===== config.mk =====
export PLATFORM = sky130hd
export DESIGN_NAME = tty_line_discipline_core
export DESIGN_NICKNAME = d
export VERILOG_FILES = /design/src/rtl/tld_pkg.sv /design/src/rtl/tld_line_mem.sv /design/src/rtl/tty_line_discipline_core.sv
export SDC_FILE = /design/constraint.sdc
export NUM_CORES = 1
export LEC_CHECK = 0
export ABC_AREA = 1
export BUFFER_PORTS_ARGS = -buffer_cell sky130_fd_sc_hd__clkbuf_2
export CAP_MARGIN = 20
export CORE_UTILIZATION = 60
export CTS_BUF_LIST = sky130_fd_sc_hd__clkbuf_4 sky130_fd_sc_hd__clkbuf_8
export CTS_CLUSTER_SIZE = 16
export DETAILED_ROUTE_END_ITERATION = 8
export PLACE_DENSITY = 0.88
export SLEW_MARGIN = 0
export SYNTH_ARGS = -nofsm -noshare
export SYNTH_HDL_FRONTEND = slang
export SYNTH_SLANG_ARGS = --single-unit

===== constraint.sdc =====
create_clock -name clk -period 7.5 [get_ports clk]
set_clock_uncertainty 0.15 [all_clocks]
set_input_delay 0.375 -clock clk [delete_from_list [all_inputs] [get_ports clk]]
set_output_delay 0.375 -clock clk [all_outputs]
set_load 0.02 [all_outputs]

===== src/rtl/tld_pkg.sv =====
// Shared types, codes and constants of the terminal line discipline.
`timescale 1ns / 1ps

package tld_pkg;

	localparam int LINE_CAP_DEF  = 32;
	localparam int TAB_WIDTH_DEF = 8;
	localparam int ADDR_MAX_W    = 8;

	// Configuration register indexes.
	localparam logic [2:0] CFG_INPUT_FLAGS  = 3'd0;
	localparam logic [2:0] CFG_LOCAL_FLAGS  = 3'd1;
	localparam logic [2:0] CFG_OUTPUT_FLAGS = 3'd2;
	localparam logic [2:0] CFG_SIGNAL_CHARS = 3'd3;
	localparam logic [2:0] CFG_EDIT_CHARS   = 3'd4;

	localparam logic [2:0]  IFLAGS_RST = 3'd2;
	localparam logic [6:0]  LFLAGS_RST = 7'd47;
	localparam logic [2:0]  OFLAGS_RST = 3'd3;
	localparam logic [23:0] SIGCH_RST  = 24'd1711107;
	localparam logic [31:0] EDITCH_RST = 32'd218371336;

	// Request types.
	localparam logic [1:0] REQ_RX    = 2'd0;
	localparam logic [1:0] REQ_TX    = 2'd1;
	localparam logic [1:0] REQ_FLUSH = 2'd2;

	// Result kinds.
	localparam logic [2:0] KIND_ECHO  = 3'd0;
	localparam logic [2:0] KIND_ERASE = 3'd1;
	localparam logic [2:0] KIND_LINE  = 3'd2;
	localparam logic [2:0] KIND_LEND  = 3'd3;
	localparam logic [2:0] KIND_RAW   = 3'd4;
	localparam logic [2:0] KIND_SIG   = 3'd5;
	localparam logic [2:0] KIND_TX    = 3'd6;

	localparam logic [1:0] SIG_INTR = 2'd0;
	localparam logic [1:0] SIG_QUIT = 2'd1;
	localparam logic [1:0] SIG_SUSP = 2'd2;

	localparam logic [7:0] CH_BS    = 8'h08;
	localparam logic [7:0] CH_TAB   = 8'h09;
	localparam logic [7:0] CH_NL    = 8'h0A;
	localparam logic [7:0] CH_CR    = 8'h0D;
	localparam logic [7:0] CH_SP    = 8'h20;
	localparam logic [7:0] CH_QMARK = 8'h3F;
	localparam logic [7:0] CH_AT    = 8'h40;
	localparam logic [7:0] CH_CARET = 8'h5E;
	localparam logic [7:0] CH_DEL   = 8'h7F;

	typedef struct packed {
		logic [2:0]  kind;
		logic [7:0]  byte_val;
		logic [15:0] rep;
		logic [1:0]  sig;
		logic [4:0]  len;
		logic        eof;
	} res_t;

	typedef struct packed {
		logic                  re;
		logic [ADDR_MAX_W-1:0] raddr;
		logic                  we;
		logic [ADDR_MAX_W-1:0] waddr;
		logic [7:0]            wdata;
	} mem_req_t;

	typedef enum logic [4:0] {
		ST_IDLE,
		ST_DISP,
		ST_ECHO,
		ST_ECHO2,
		ST_KNL,
		ST_RAW,
		ST_TX2,
		ST_STORE,
		ST_DLV_START,
		ST_DLV,
		ST_DLV_END,
		ST_ERASE,
		ST_TABW_START,
		ST_TABW,
		ST_TABW_END,
		ST_KILL,
		ST_FIN
	} st_t;

	typedef enum logic [1:0] {
		CONT_DONE,
		CONT_KNL,
		CONT_RAW,
		CONT_STORE
	} cont_t;

	function automatic logic is_ctrl(input logic [7:0] b);
		return (b < CH_SP) || (b == CH_DEL);
	endfunction

	function automatic res_t mk_res(input logic [2:0] kind, input logic [7:0] b,
			input logic [15:0] rep, input logic [1:0] sig, input logic [4:0] len,
			input logic eof);
		res_t r;
		r.kind     = kind;
		r.byte_val = b;
		r.rep      = rep;
		r.sig      = sig;
		r.len      = len;
		r.eof      = eof;
		return r;
	endfunction

endpackage


===== src/rtl/tld_line_mem.sv =====
// Line store: single write port, one registered read port.
`timescale 1ns / 1ps

module tld_line_mem import tld_pkg::*; #(
	parameter int LINE_CAP = LINE_CAP_DEF
) (
	input  logic       clk,
	input  mem_req_t   req,
	output logic [7:0] rdata
);

	localparam int AW = $clog2(LINE_CAP);

	logic [7:0] mem [LINE_CAP];

	always_ff @(posedge clk) begin
		if (req.we) begin
			mem[req.waddr[AW-1:0]] <= req.wdata;
		end
		if (req.re) begin
			rdata <= mem[req.raddr[AW-1:0]];
		end
	end

endmodule


===== src/rtl/tty_line_discipline_core.sv =====
// Top level of the terminal line discipline: sequencer, column tracking, result staging.
`timescale 1ns / 1ps

// Usage. Items enter on the s_ channel: s_tuser is the request type (received byte,
// byte to transmit, flush), s_tdata the byte. Results leave on the m_ channel with the
// kind on m_tuser and m_tlast on the final result of an item. The cfg channel writes
// the five registers; it is always ready and should only be used while the block idles.
// One item is worked on at a time; s_tready is high only while the sequencer is idle.
// A signal or a plain transmit item yields a single result; an inserted CR is sent
// before the newline. A received byte that is echoed is echoed before it is stored or
// passed on, with a caret first for caret notation. Delivering a line reads the line
// store one entry per cycle while the receiver does not stall. An erased tab walks the
// remaining entries to recompute the column, and an echoed kill repeats an erase for
// each stored byte; the single read port of the line store serialises these reads.
// Results pass through a staging register and an output register. A staged result moves
// on to the output register when the next result is produced or the item finishes, so it
// waits longer while a line walk is running.
// When the receiver stalls, the sequencer holds in place until the output register
// frees up; nothing is dropped.
// Reset clears the registers to their defaults, the line count and the column to zero.
// The line store contents are not cleared; only entries below the line count are read.
module tty_line_discipline_core import tld_pkg::*; #(
	parameter int LINE_CAP  = LINE_CAP_DEF,
	parameter int TAB_WIDTH = TAB_WIDTH_DEF
) (
	input  logic        clk,
	input  logic        arst_n,
	// Input items.
	input  logic        s_tvalid,
	output logic        s_tready,
	input  logic [7:0]  s_tdata,   // data_byte[7:0]
	input  logic [1:0]  s_tuser,   // req_type[1:0]
	// Result items.
	output logic        m_tvalid,
	input  logic        m_tready,
	output logic [31:0] m_tdata,   // out_byte[7:0], repeat_count[23:8], signal_code[25:24],
	                               // line_length[30:26], end_of_file[31]
	output logic [2:0]  m_tuser,   // kind[2:0]
	output logic        m_tlast,
	// Configuration writes.
	input  logic        cfg_valid,
	output logic        cfg_ready,
	input  logic [2:0]  cfg_index,
	input  logic [31:0] cfg_data
);

	localparam int CW      = $clog2(LINE_CAP);
	localparam int MW      = $clog2(TAB_WIDTH);
	localparam int DW      = $clog2(TAB_WIDTH + 1);
	localparam int SW      = DW + 1;
	localparam int SAT_MOD = 65535 % TAB_WIDTH;

	// Column arithmetic. The column modulo the tab width is tracked alongside the column.
	function automatic logic [15+MW:0] col_add(input logic [15:0] col,
			input logic [MW-1:0] md, input logic [DW-1:0] d);
		logic [16:0]   sum;
		logic [SW-1:0] ms;
		sum = {1'b0, col} + 17'(d);
		ms  = SW'(md) + SW'(d);
		if (sum > 17'd65535) begin
			return {16'hFFFF, MW'(SAT_MOD)};
		end else if (ms >= SW'(TAB_WIDTH)) begin
			return {sum[15:0], MW'(ms - SW'(TAB_WIDTH))};
		end else begin
			return {sum[15:0], MW'(ms)};
		end
	endfunction

	function automatic logic [15+MW:0] col_sub(input logic [15:0] col,
			input logic [MW-1:0] md, input logic [1:0] w);
		logic [SW-1:0] mw;
		mw = SW'(md);
		if (col >= 16'(w)) begin
			if (mw >= SW'(w)) begin
				return {col - 16'(w), MW'(mw - SW'(w))};
			end else begin
				return {col - 16'(w), MW'(mw + SW'(TAB_WIDTH) - SW'(w))};
			end
		end else begin
			return '0;
		end
	endfunction

	// Configuration registers.
	logic [2:0]  iflags_q;
	logic [6:0]  lflags_q;
	logic [2:0]  oflags_q;
	logic [23:0] sigch_q;
	logic [31:0] editch_q;

	// Sequencer state.
	st_t             state_q, state_d;
	logic [1:0]      req_q;
	logic [7:0]      c_q;
	logic            ign_q;
	logic [7:0]      echo_c_q, echo_c_d;
	cont_t           cont_q, cont_d;
	logic            kill_q, kill_d;
	logic            eof_q, eof_d;
	logic [CW-1:0]   idx_q, idx_d;
	logic [CW-1:0]   count_q, count_d;
	logic [15:0]     col_q, col_d;
	logic [MW-1:0]   mod_q, mod_d;
	logic [15:0]     nc_q, nc_d;
	logic [MW-1:0]   ncm_q, ncm_d;

	// Result staging and output register.
	logic            pend_v_q;
	res_t            pend_q;
	logic            out_v_q;
	res_t            out_q;
	logic            out_last_q;

	logic            emit_v;
	res_t            emit_r;
	mem_req_t        mreq;
	logic [7:0]      rdata;
	logic            out_free, fin_push, need_out, stall;

	// Input byte mapping at acceptance.
	logic [7:0]      map_c;
	logic            map_ign;

	tld_line_mem #(.LINE_CAP(LINE_CAP)) u_mem (
		.clk   (clk),
		.req   (mreq),
		.rdata (rdata)
	);

	assign cfg_ready = 1'b1;
	assign s_tready  = (state_q == ST_IDLE);
	assign m_tvalid  = out_v_q;
	assign m_tuser   = out_q.kind;
	assign m_tlast   = out_last_q;
	assign m_tdata   = {out_q.eof, out_q.len, out_q.sig, out_q.rep, out_q.byte_val};

	assign out_free = !out_v_q || m_tready;
	assign fin_push = (state_q == ST_FIN) && pend_v_q;
	assign need_out = (emit_v && pend_v_q) || fin_push;
	assign stall    = need_out && !out_free;

	always_comb begin
		map_c   = s_tdata;
		map_ign = 1'b0;
		if (s_tuser == REQ_RX) begin
			if (s_tdata == CH_CR) begin
				if (iflags_q[0]) begin
					map_ign = 1'b1;
				end else if (iflags_q[1]) begin
					map_c = CH_NL;
				end
			end else if (s_tdata == CH_NL && iflags_q[2]) begin
				map_c = CH_CR;
			end
		end
	end

	// Character roles, checked in priority order.
	logic [7:0] erase_c, kill_c, eof_c, eol_c;
	logic       is_intr, is_quit, is_susp, is_erase, is_kill, is_eofc, is_lend;
	assign erase_c  = editch_q[7:0];
	assign kill_c   = editch_q[15:8];
	assign eof_c    = editch_q[23:16];
	assign eol_c    = editch_q[31:24];
	assign is_intr  = lflags_q[0] && (c_q == sigch_q[7:0]);
	assign is_quit  = lflags_q[0] && !is_intr && (c_q == sigch_q[15:8]);
	assign is_susp  = lflags_q[0] && !is_intr && !is_quit && (c_q == sigch_q[23:16]);
	assign is_erase = (c_q == erase_c);
	assign is_kill  = !is_erase && (c_q == kill_c);
	assign is_eofc  = !is_erase && !is_kill && (c_q == eof_c);
	assign is_lend  = (c_q == CH_NL) || (c_q == eol_c);

	// Echo character classes. New line, carriage return, tab and backspace have their own echo even
	// though they are control characters.
	logic e_nl, e_tab, e_bs, e_caret;
	assign e_nl    = (echo_c_q == CH_NL) || (echo_c_q == CH_CR);
	assign e_tab   = (echo_c_q == CH_TAB);
	assign e_bs    = (echo_c_q == CH_BS);
	assign e_caret = is_ctrl(echo_c_q) && lflags_q[3] && !e_nl && !e_tab && !e_bs;

	logic tx_crnl;
	assign tx_crnl = (oflags_q[1:0] == 2'b11) && (c_q == CH_NL);

	logic [1:0] erase_w;
	assign erase_w = is_ctrl(rdata) ? (lflags_q[3] ? 2'd2 : 2'd0) : 2'd1;

	logic idx_end;
	assign idx_end = (idx_q == count_q - CW'(1));

	function automatic st_t cont_state(input cont_t cnt);
		unique case (cnt)
			CONT_DONE:  return ST_FIN;
			CONT_KNL:   return ST_KNL;
			CONT_RAW:   return ST_RAW;
			CONT_STORE: return ST_STORE;
			default:    return ST_FIN;
		endcase
	endfunction

	// Next state.
	always_comb begin
		state_d = state_q;
		if (!stall) begin
			unique case (state_q)
				ST_IDLE: begin
					if (s_tvalid) state_d = ST_DISP;
				end
				ST_DISP: begin
					unique case (req_q)
						REQ_TX: state_d = tx_crnl ? ST_TX2 : ST_FIN;
						REQ_RX: begin
							priority if (ign_q || is_intr || is_quit || is_susp) begin
								state_d = ST_FIN;
							end else if (lflags_q[1]) begin
								priority if (is_erase) begin
									state_d = (count_q != '0 && lflags_q[2]) ? ST_ERASE
									                                         : ST_FIN;
								end else if (is_kill) begin
									priority if (!lflags_q[2]) state_d = ST_FIN;
									else if (lflags_q[5]) state_d = ST_KILL;
									else state_d = ST_ECHO;
								end else if (is_eofc) begin
									state_d = ST_DLV_START;
								end else begin
									state_d = lflags_q[2] ? ST_ECHO : ST_STORE;
								end
							end else begin
								state_d = lflags_q[2] ? ST_ECHO : ST_RAW;
							end
						end
						default: state_d = ST_FIN;
					endcase
				end
				ST_ECHO:       state_d = e_caret ? ST_ECHO2 : cont_state(cont_q);
				ST_ECHO2:      state_d = cont_state(cont_q);
				ST_KNL:        state_d = ST_FIN;
				ST_RAW:        state_d = ST_FIN;
				ST_TX2:        state_d = ST_FIN;
				ST_STORE:      state_d = is_lend ? ST_DLV_START : ST_FIN;
				ST_DLV_START:  state_d = (count_q != '0) ? ST_DLV : ST_DLV_END;
				ST_DLV:        state_d = idx_end ? ST_DLV_END : ST_DLV;
				ST_DLV_END:    state_d = ST_FIN;
				ST_ERASE: begin
					priority if (rdata == CH_TAB) state_d = ST_TABW_START;
					else state_d = kill_q ? ST_KILL : ST_FIN;
				end
				ST_TABW_START: state_d = (count_q != '0) ? ST_TABW : ST_TABW_END;
				ST_TABW:       state_d = idx_end ? ST_TABW_END : ST_TABW;
				ST_TABW_END:   state_d = kill_q ? ST_KILL : ST_FIN;
				ST_KILL:       state_d = (count_q == '0) ? ST_FIN : ST_ERASE;
				ST_FIN:        state_d = ST_IDLE;
				default:       state_d = ST_IDLE;
			endcase
		end
	end

	// Datapath actions of each state.
	always_comb begin
		emit_v   = 1'b0;
		emit_r   = '0;
		mreq     = '0;
		echo_c_d = echo_c_q;
		cont_d   = cont_q;
		kill_d   = kill_q;
		eof_d    = eof_q;
		idx_d    = idx_q;
		count_d  = count_q;
		col_d    = col_q;
		mod_d    = mod_q;
		nc_d     = nc_q;
		ncm_d    = ncm_q;
		unique case (state_q)
			ST_DISP: begin
				unique case (req_q)
					REQ_TX: begin
						emit_v = 1'b1;
						emit_r = mk_res(KIND_TX, tx_crnl ? CH_CR : c_q, '0, '0, '0, 1'b0);
					end
					REQ_FLUSH: count_d = '0;
					REQ_RX: begin
						priority if (ign_q) begin
						end else if (is_intr) begin
							emit_v = 1'b1;
							emit_r = mk_res(KIND_SIG, '0, '0, SIG_INTR, '0, 1'b0);
							if (!lflags_q[6]) count_d = '0;
						end else if (is_quit) begin
							emit_v = 1'b1;
							emit_r = mk_res(KIND_SIG, '0, '0, SIG_QUIT, '0, 1'b0);
						end else if (is_susp) begin
							emit_v = 1'b1;
							emit_r = mk_res(KIND_SIG, '0, '0, SIG_SUSP, '0, 1'b0);
						end else if (lflags_q[1]) begin
							priority if (is_erase) begin
								if (count_q != '0) begin
									count_d = count_q - CW'(1);
									kill_d  = 1'b0;
									if (lflags_q[2]) begin
										mreq.re    = 1'b1;
										mreq.raddr = ADDR_MAX_W'(count_q - CW'(1));
									end
								end
							end else if (is_kill) begin
								if (!lflags_q[2] || !lflags_q[5]) count_d = '0;
								echo_c_d = kill_c;
								cont_d   = lflags_q[4] ? CONT_KNL : CONT_DONE;
							end else if (is_eofc) begin
								eof_d = 1'b1;
							end else begin
								echo_c_d = c_q;
								cont_d   = CONT_STORE;
							end
						end else begin
							echo_c_d = c_q;
							cont_d   = CONT_RAW;
						end
					end
					default: begin
					end
				endcase
			end
			ST_ECHO: begin
				priority if (e_nl) begin
					emit_v = 1'b1;
					emit_r = mk_res(KIND_ECHO, echo_c_q, 16'd1, '0, '0, 1'b0);
					col_d  = '0;
					mod_d  = '0;
				end else if (e_tab) begin
					emit_v = 1'b1;
					if (oflags_q[2]) begin
						emit_r = mk_res(KIND_ECHO, CH_SP,
							16'(DW'(TAB_WIDTH) - DW'(mod_q)), '0, '0, 1'b0);
					end else begin
						emit_r = mk_res(KIND_ECHO, CH_TAB, 16'd1, '0, '0, 1'b0);
					end
					{col_d, mod_d} = col_add(col_q, mod_q, DW'(TAB_WIDTH) - DW'(mod_q));
				end else if (e_bs) begin
					if (col_q != '0) begin
						emit_v = 1'b1;
						emit_r = mk_res(KIND_ECHO, CH_BS, 16'd1, '0, '0, 1'b0);
						{col_d, mod_d} = col_sub(col_q, mod_q, 2'd1);
					end
				end else if (e_caret) begin
					emit_v = 1'b1;
					emit_r = mk_res(KIND_ECHO, CH_CARET, 16'd1, '0, '0, 1'b0);
				end else begin
					emit_v = 1'b1;
					emit_r = mk_res(KIND_ECHO, echo_c_q, 16'd1, '0, '0, 1'b0);
					{col_d, mod_d} = col_add(col_q, mod_q, DW'(1));
				end
			end
			ST_ECHO2: begin
				emit_v = 1'b1;
				emit_r = mk_res(KIND_ECHO, (echo_c_q == CH_DEL) ? CH_QMARK : echo_c_q + CH_AT,
					16'd1, '0, '0, 1'b0);
				{col_d, mod_d} = col_add(col_q, mod_q, DW'(2));
			end
			ST_KNL: begin
				emit_v = 1'b1;
				emit_r = mk_res(KIND_ECHO, CH_NL, 16'd1, '0, '0, 1'b0);
				col_d  = '0;
				mod_d  = '0;
			end
			ST_RAW: begin
				emit_v = 1'b1;
				emit_r = mk_res(KIND_RAW, c_q, '0, '0, '0, 1'b0);
			end
			ST_TX2: begin
				emit_v = 1'b1;
				emit_r = mk_res(KIND_TX, c_q, '0, '0, '0, 1'b0);
			end
			ST_STORE: begin
				if (count_q < CW'(LINE_CAP - 1)) begin
					mreq.we    = 1'b1;
					mreq.waddr = ADDR_MAX_W'(count_q);
					mreq.wdata = c_q;
					count_d    = count_q + CW'(1);
				end
				eof_d = 1'b0;
			end
			ST_DLV_START, ST_TABW_START: begin
				idx_d = '0;
				nc_d  = '0;
				ncm_d = '0;
				if (count_q != '0) begin
					mreq.re    = 1'b1;
					mreq.raddr = '0;
				end
			end
			ST_DLV: begin
				emit_v = 1'b1;
				emit_r = mk_res(KIND_LINE, rdata, '0, '0, '0, 1'b0);
				if (!idx_end) begin
					mreq.re    = 1'b1;
					mreq.raddr = ADDR_MAX_W'(idx_q + CW'(1));
					idx_d      = idx_q + CW'(1);
				end
			end
			ST_DLV_END: begin
				emit_v  = 1'b1;
				emit_r  = mk_res(KIND_LEND, '0, '0, '0, 5'(count_q), eof_q);
				count_d = '0;
			end
			ST_ERASE: begin
				if (rdata != CH_TAB && erase_w != 2'd0) begin
					emit_v = 1'b1;
					emit_r = mk_res(KIND_ERASE, '0, 16'(erase_w), '0, '0, 1'b0);
					{col_d, mod_d} = col_sub(col_q, mod_q, erase_w);
				end
			end
			ST_TABW: begin
				priority if (rdata == CH_TAB) begin
					{nc_d, ncm_d} = col_add(nc_q, ncm_q, DW'(TAB_WIDTH) - DW'(ncm_q));
				end else if (is_ctrl(rdata)) begin
					{nc_d, ncm_d} = col_add(nc_q, ncm_q, lflags_q[3] ? DW'(2) : DW'(0));
				end else begin
					{nc_d, ncm_d} = col_add(nc_q, ncm_q, DW'(1));
				end
				if (!idx_end) begin
					mreq.re    = 1'b1;
					mreq.raddr = ADDR_MAX_W'(idx_q + CW'(1));
					idx_d      = idx_q + CW'(1);
				end
			end
			ST_TABW_END: begin
				if (col_q > nc_q) begin
					emit_v = 1'b1;
					emit_r = mk_res(KIND_ERASE, '0, col_q - nc_q, '0, '0, 1'b0);
					col_d  = nc_q;
					mod_d  = ncm_q;
				end
			end
			ST_KILL: begin
				if (count_q != '0) begin
					count_d    = count_q - CW'(1);
					kill_d     = 1'b1;
					mreq.re    = 1'b1;
					mreq.raddr = ADDR_MAX_W'(count_q - CW'(1));
				end
			end
			default: begin
			end
		endcase
		// A stalled step must leave the store untouched so it can repeat.
		if (stall) begin
			mreq = '0;
		end
	end

	always_ff @(posedge clk or negedge arst_n) begin
		if (!arst_n) begin
			state_q    <= ST_IDLE;
			count_q    <= '0;
			col_q      <= '0;
			mod_q      <= '0;
			pend_v_q   <= 1'b0;
			out_v_q    <= 1'b0;
			iflags_q   <= IFLAGS_RST;
			lflags_q   <= LFLAGS_RST;
			oflags_q   <= OFLAGS_RST;
			sigch_q    <= SIGCH_RST;
			editch_q   <= EDITCH_RST;
			cont_q     <= CONT_DONE;
			kill_q     <= 1'b0;
			eof_q      <= 1'b0;
		end else begin
			if (cfg_valid) begin
				unique case (cfg_index)
					CFG_INPUT_FLAGS:  iflags_q <= cfg_data[2:0];
					CFG_LOCAL_FLAGS:  lflags_q <= cfg_data[6:0];
					CFG_OUTPUT_FLAGS: oflags_q <= cfg_data[2:0];
					CFG_SIGNAL_CHARS: sigch_q  <= cfg_data[23:0];
					CFG_EDIT_CHARS:   editch_q <= cfg_data;
					default: begin
					end
				endcase
			end
			state_q <= state_d;
			if (!stall) begin
				count_q <= count_d;
				col_q   <= col_d;
				mod_q   <= mod_d;
				cont_q  <= cont_d;
				kill_q  <= kill_d;
				eof_q   <= eof_d;
				if (emit_v) begin
					pend_v_q <= 1'b1;
				end else if (fin_push) begin
					pend_v_q <= 1'b0;
				end
			end
			if (!stall && need_out) begin
				out_v_q <= 1'b1;
			end else if (m_tready) begin
				out_v_q <= 1'b0;
			end
		end
	end

	// Payload registers.
	always_ff @(posedge clk) begin
		if (s_tvalid && s_tready) begin
			req_q <= s_tuser;
			c_q   <= map_c;
			ign_q <= map_ign;
		end
		if (!stall) begin
			echo_c_q <= echo_c_d;
			idx_q    <= idx_d;
			nc_q     <= nc_d;
			ncm_q    <= ncm_d;
			if (emit_v) pend_q <= emit_r;
			if (need_out) begin
				out_q      <= pend_q;
				out_last_q <= fin_push;
			end
		end
	end

	// No item is taken while a staged result of the previous one is still held.
	a_idle_no_pend: assert property (@(posedge clk) disable iff (!arst_n)
		(state_q == ST_IDLE) |-> !pend_v_q)
		else $error("staged result left over at idle");

	// A line walk only reads entries below the line count.
	a_walk_in_range: assert property (@(posedge clk) disable iff (!arst_n)
		(state_q == ST_DLV || state_q == ST_TABW) |-> (idx_q < count_q))
		else $error("line walk beyond line count");

	// A stall freezes the sequencer and the line count.
	a_stall_holds: assert property (@(posedge clk) disable iff (!arst_n)
		stall |=> (state_q == $past(state_q)) && (count_q == $past(count_q)))
		else $error("sequencer moved during a stall");

endmodule

==> metrics.txt <==
Placement Cell Area 27,600 µm²; DR WL/cell 21.9 µm; final worst-path cycle share 86.5%; EDFF count, synth 378; global route overflow 0; PwrDens 312 nW/µm²; die area 45,900 µm²; clk sinks 482; Initial Util 61.0%; FP Rows 77; Hold Path End editch_q[2]$_DFFE_PN0P_; met2 Use GR 58.1%; RSZ-0062 raised after global routing false; fmax 154 MHz; most used cell along the critical path nand2_1; Die X 214 µm; Max clock buf depth 3; actual slew at the worst max-slew pin 1060 ps; WHS -5.23 ps; design area 29,900 µm²; WHS Path Cells 3; via count 23,386; CP max FO 65; Mapped Avg Cell Area 8.87 µm²; Power, Total 9.32 mW; Worst-Skew Late Latency 700 ps; Hold WC Path Type input port to flip-flop; Seq cells post-synth 482; vias per cell 6.14; critical path cell sequence inv_1 -> ha_1 -> inv_1 -> fa_1 -> nand3_1 -> nand2_1 -> nand2_1 -> nand2_1 -> nand2_1 -> nand2_1 -> nand3_1 -> nand2_1 -> nor2_2 -> nand3_2 -> nand3_4 -> nand2_2 -> buf_4 -> clkinv_2 -> nand3_1 -> nand3_1 -> nand3_1 -> nand2_1 -> nand2_1 -> nand2_1; GPL Wtd Cong 1.03; CTS Buf Count 79; Final min period 6490 ps; Fin. Hold Viols 1; Final setup viols 0; Synth Flop Type edfxtp_1; layout cells sized above 1 11.1%; Routed WL 83,300 µm; met3 usage 7.02%; nets 3,258; Total GRT Usage 36.1%; maximum capacitance violations 0; core area 44,300 µm²; Clk pin slew, worst setup/hold paths 70 ps; worst endpoint data arrival time 6780 ps; R2R cell count 24; setup TNS 0 ps; routing usage on met1 46.4%; ys async rst share 21.6%; Root Driver clkbuf_8; largest net degree at the start of global routing 84; I/O Pins 89; initial antenna violation count 0; CP max-delay cell clkinv_2; hpwl dp 55,100 µm; Placement Setup Slack 1210 ps; slew margin rel. 28.9%; post-route ant nets 0; Hold Startpoint cfg_valid; flop2flop setup slack 1010 ps; DRC 0; Crit path max-delay family simple AND/OR/NAND/NOR gates; Slew Limit Fails 0; WS Path Type flip-flop to flip-flop; synthesis-to-layout area growth 10.7%; CP bufs+invs 4; worst setup margin 1010 ps; CTS tree built; startpoint types flip-flop; Most Used Layer, Global Route met2; die span in y 214 µm; post-layout util 67.5%; number of global-route vias before repair 22,845; Syn Inst Count 3,046; CP Capture Type flip-flop; # diodes 0; Netlist cell types 68; outcome finished, violations left; Port Buffers 87; H-tree levels 3; drt first pass iters 6; synthesis warning total 0; peak supply drop 0.000238 V; CP max stage delay 900 ps; Post-Synthesis Cell Area 27,000 µm²; sequential element share of the synthesized area 51.8%; R2R Path End u_mem.rdata[2]$_DFFE_PP_; first-pass GRT wire length 128,000 µm; CP required 7790 ps; violated checks negative hold slack; Critical R2R Launch col_q[0]$_DFFE_PN0P_; iteration-0 DRC count of the detailed router 3,175; leakage 12.7 nW
-- synth_stat cells, types with 5 or more instances --
master | n | area (µm²)
a21oi_1 | 81 | 405
a221oi_1 | 5 | 43.8
a31oi_1 | 16 | 100
a41oi_1 | 5 | 43.8
buf_2 | 31 | 155
buf_4 | 47 | 353
buf_6 | 12 | 135
clkbuf_1 | 49 | 184
clkinv_1 | 9 | 33.8
dfrtp_1 | 80 | 2000
dfstp_2 | 24 | 631
edfxtp_1 | 378 | 11400
fa_1 | 5 | 100
ha_1 | 52 | 651
inv_1 | 363 | 1360
inv_2 | 17 | 63.8
mux2_2 | 8 | 90.1
nand2_1 | 666 | 2500
nand2_2 | 10 | 62.6
nand3_1 | 349 | 1750
nand3b_1 | 46 | 345
nand4_1 | 27 | 169
nor2_1 | 244 | 916
nor3_1 | 59 | 295
nor3_2 | 5 | 50.1
nor4_1 | 15 | 93.8
o2111ai_1 | 13 | 114
o211ai_1 | 20 | 150
o21ai_0 | 168 | 841
o221ai_1 | 11 | 96.3
o22ai_1 | 13 | 81.3
or2_2 | 19 | 119
xnor2_1 | 31 | 272
xor2_1 | 101 | 885
-- registers in the layout, indices dropped and copies added (netlist names), 2 cells and up --
signal and flops:
lflags_q 7, idx_q 5, nc_q 16, sigch_q 24
pend_q 35, req_q 2, u_mem.rdata 8, cont_q 2
state_q 5, echo_c_q 8, col_q 16, u_mem.mem 256
ncm_q 3, m_tuser 3, oflags_q 3, count_q 5
editch_q 32, c_q 8, mod_q 3, iflags_q 3
m_tdata 32
-- placed cells by master (no fill, tap or decap), types with 46 or more instances in the layout --
| master | netlist | final |
|---|---|---|
| ha_1 | 52 | 52 |
| nor3_1 | 59 | 59 |
| a21oi_1 | 81 | 81 |
| nor2_1 | 244 | 235 |
| dlygate4sd3_1 | 0 | 50 |
| dfrtp_1 | 80 | 80 |
| inv_1 | 363 | 363 |
| o21ai_0 | 168 | 168 |
| nand3_1 | 349 | 348 |
| xor2_1 | 101 | 101 |
| clkbuf_2 | 0 | 86 |
| nand2_1 | 666 | 666 |
| edfxtp_1 | 378 | 378 |
| nand3b_1 | 46 | 46 |
| clkbuf_8 | 0 | 87 |
-- through the flow --
stage,hold WS (ps),cells
after floorplan,-70.6,3053
after global routing,11.9,3808
after global placement,176,3607
final,-5.23,3808
after detailed placement,182,3610
after CTS,22.7,3806
-- power by group --
| part | switching [mW] | total [mW] | internal (mW) |
|---|---|---|---|
| clock | 1.13 | 2.57 | 1.44 |
| sequential | 0.451 | 3.83 | 3.38 |
| combinational | 1.98 | 2.91 | 0.931 |
| total | 3.57 | 9.32 | 5.75 |
-- layer usage --
metal  vias up  wire length (µm)
met1     11013             30900
li1      10430                 -
met5         -                 0
met3       303              9260
met4         0              4160
met2      1640             38900
-- how the worst max path moves through the flow --
stage	depth (start not counted)	slack [ps]	to	startpoint
3_3_place_gp	24	1530	u_mem.rdata[5]$_DFFE_PP_	col_q[0]$_DFFE_PN0P_
6_report	24	1010	u_mem.rdata[2]$_DFFE_PP_	col_q[0]$_DFFE_PN0P_
4_1_cts	24	1210	u_mem.rdata[2]$_DFFE_PP_	col_q[0]$_DFFE_PN0P_
5_1_grt	24	550	u_mem.rdata[3]$_DFFE_PP_	col_q[0]$_DFFE_PN0P_
3_5_place_dp	24	1210	u_mem.rdata[2]$_DFFE_PP_	col_q[0]$_DFFE_PN0P_
2_1_floorplan	17	3220	m_tdata[0]$_DFFE_PP_	col_q[0]$_DFFE_PN0P_
-- final cells by class --
cell class              instances  area, µm²
clock inverters                35        364
clock buffers                 111       1380
inverters                     394       1490
flip-flops and latches        482      14000
multi-input cells            2037      10800
well taps                     592        741
fillers                      3306      14400
repair buffers                157       1140
-- timing repair --
item / 4_1_cts / 5_1_grt
setup endpoints to repair: 0 / 0
setup buffers: 0 / 0
hold buffers: 50 / 0
resized for setup: 0 / 0
endpoints found under the hold margin: 107 / 0
-- worst register-to-register path, stage by stage (launching register included) --
cell,delay (ps)
dfrtp_1,640
inv_1,330
ha_1,310
inv_1,70
fa_1,200
nand3_1,80
nand2_1,130
nand2_1,60
nand2_1,100
nand2_1,60
nand2_1,90
nand3_1,390
nand2_1,210
nor2_2,70
nand3_2,110
nand3_4,630
nand2_2,240
buf_4,640
clkinv_2,950
nand3_1,360
nand3_1,120
nand3_1,120
nand2_1,60
nand2_1,60
nand2_1,70
-- logic make-up after synthesis --
| group | synth area share (%) |
|---|---|
| muxes | 0.333 |
| xor gates and xnor gates | 4.28 |
| AOI/OAI and AO/OA | 7.81 |
| buffers and inverters | 8.63 |
| other | 0.0278 |
| DFF | 51.8 |
| adders and majority gates | 2.78 |
| and+or+nand+nor | 24.4 |
Power figures use the tool's default switching activity.
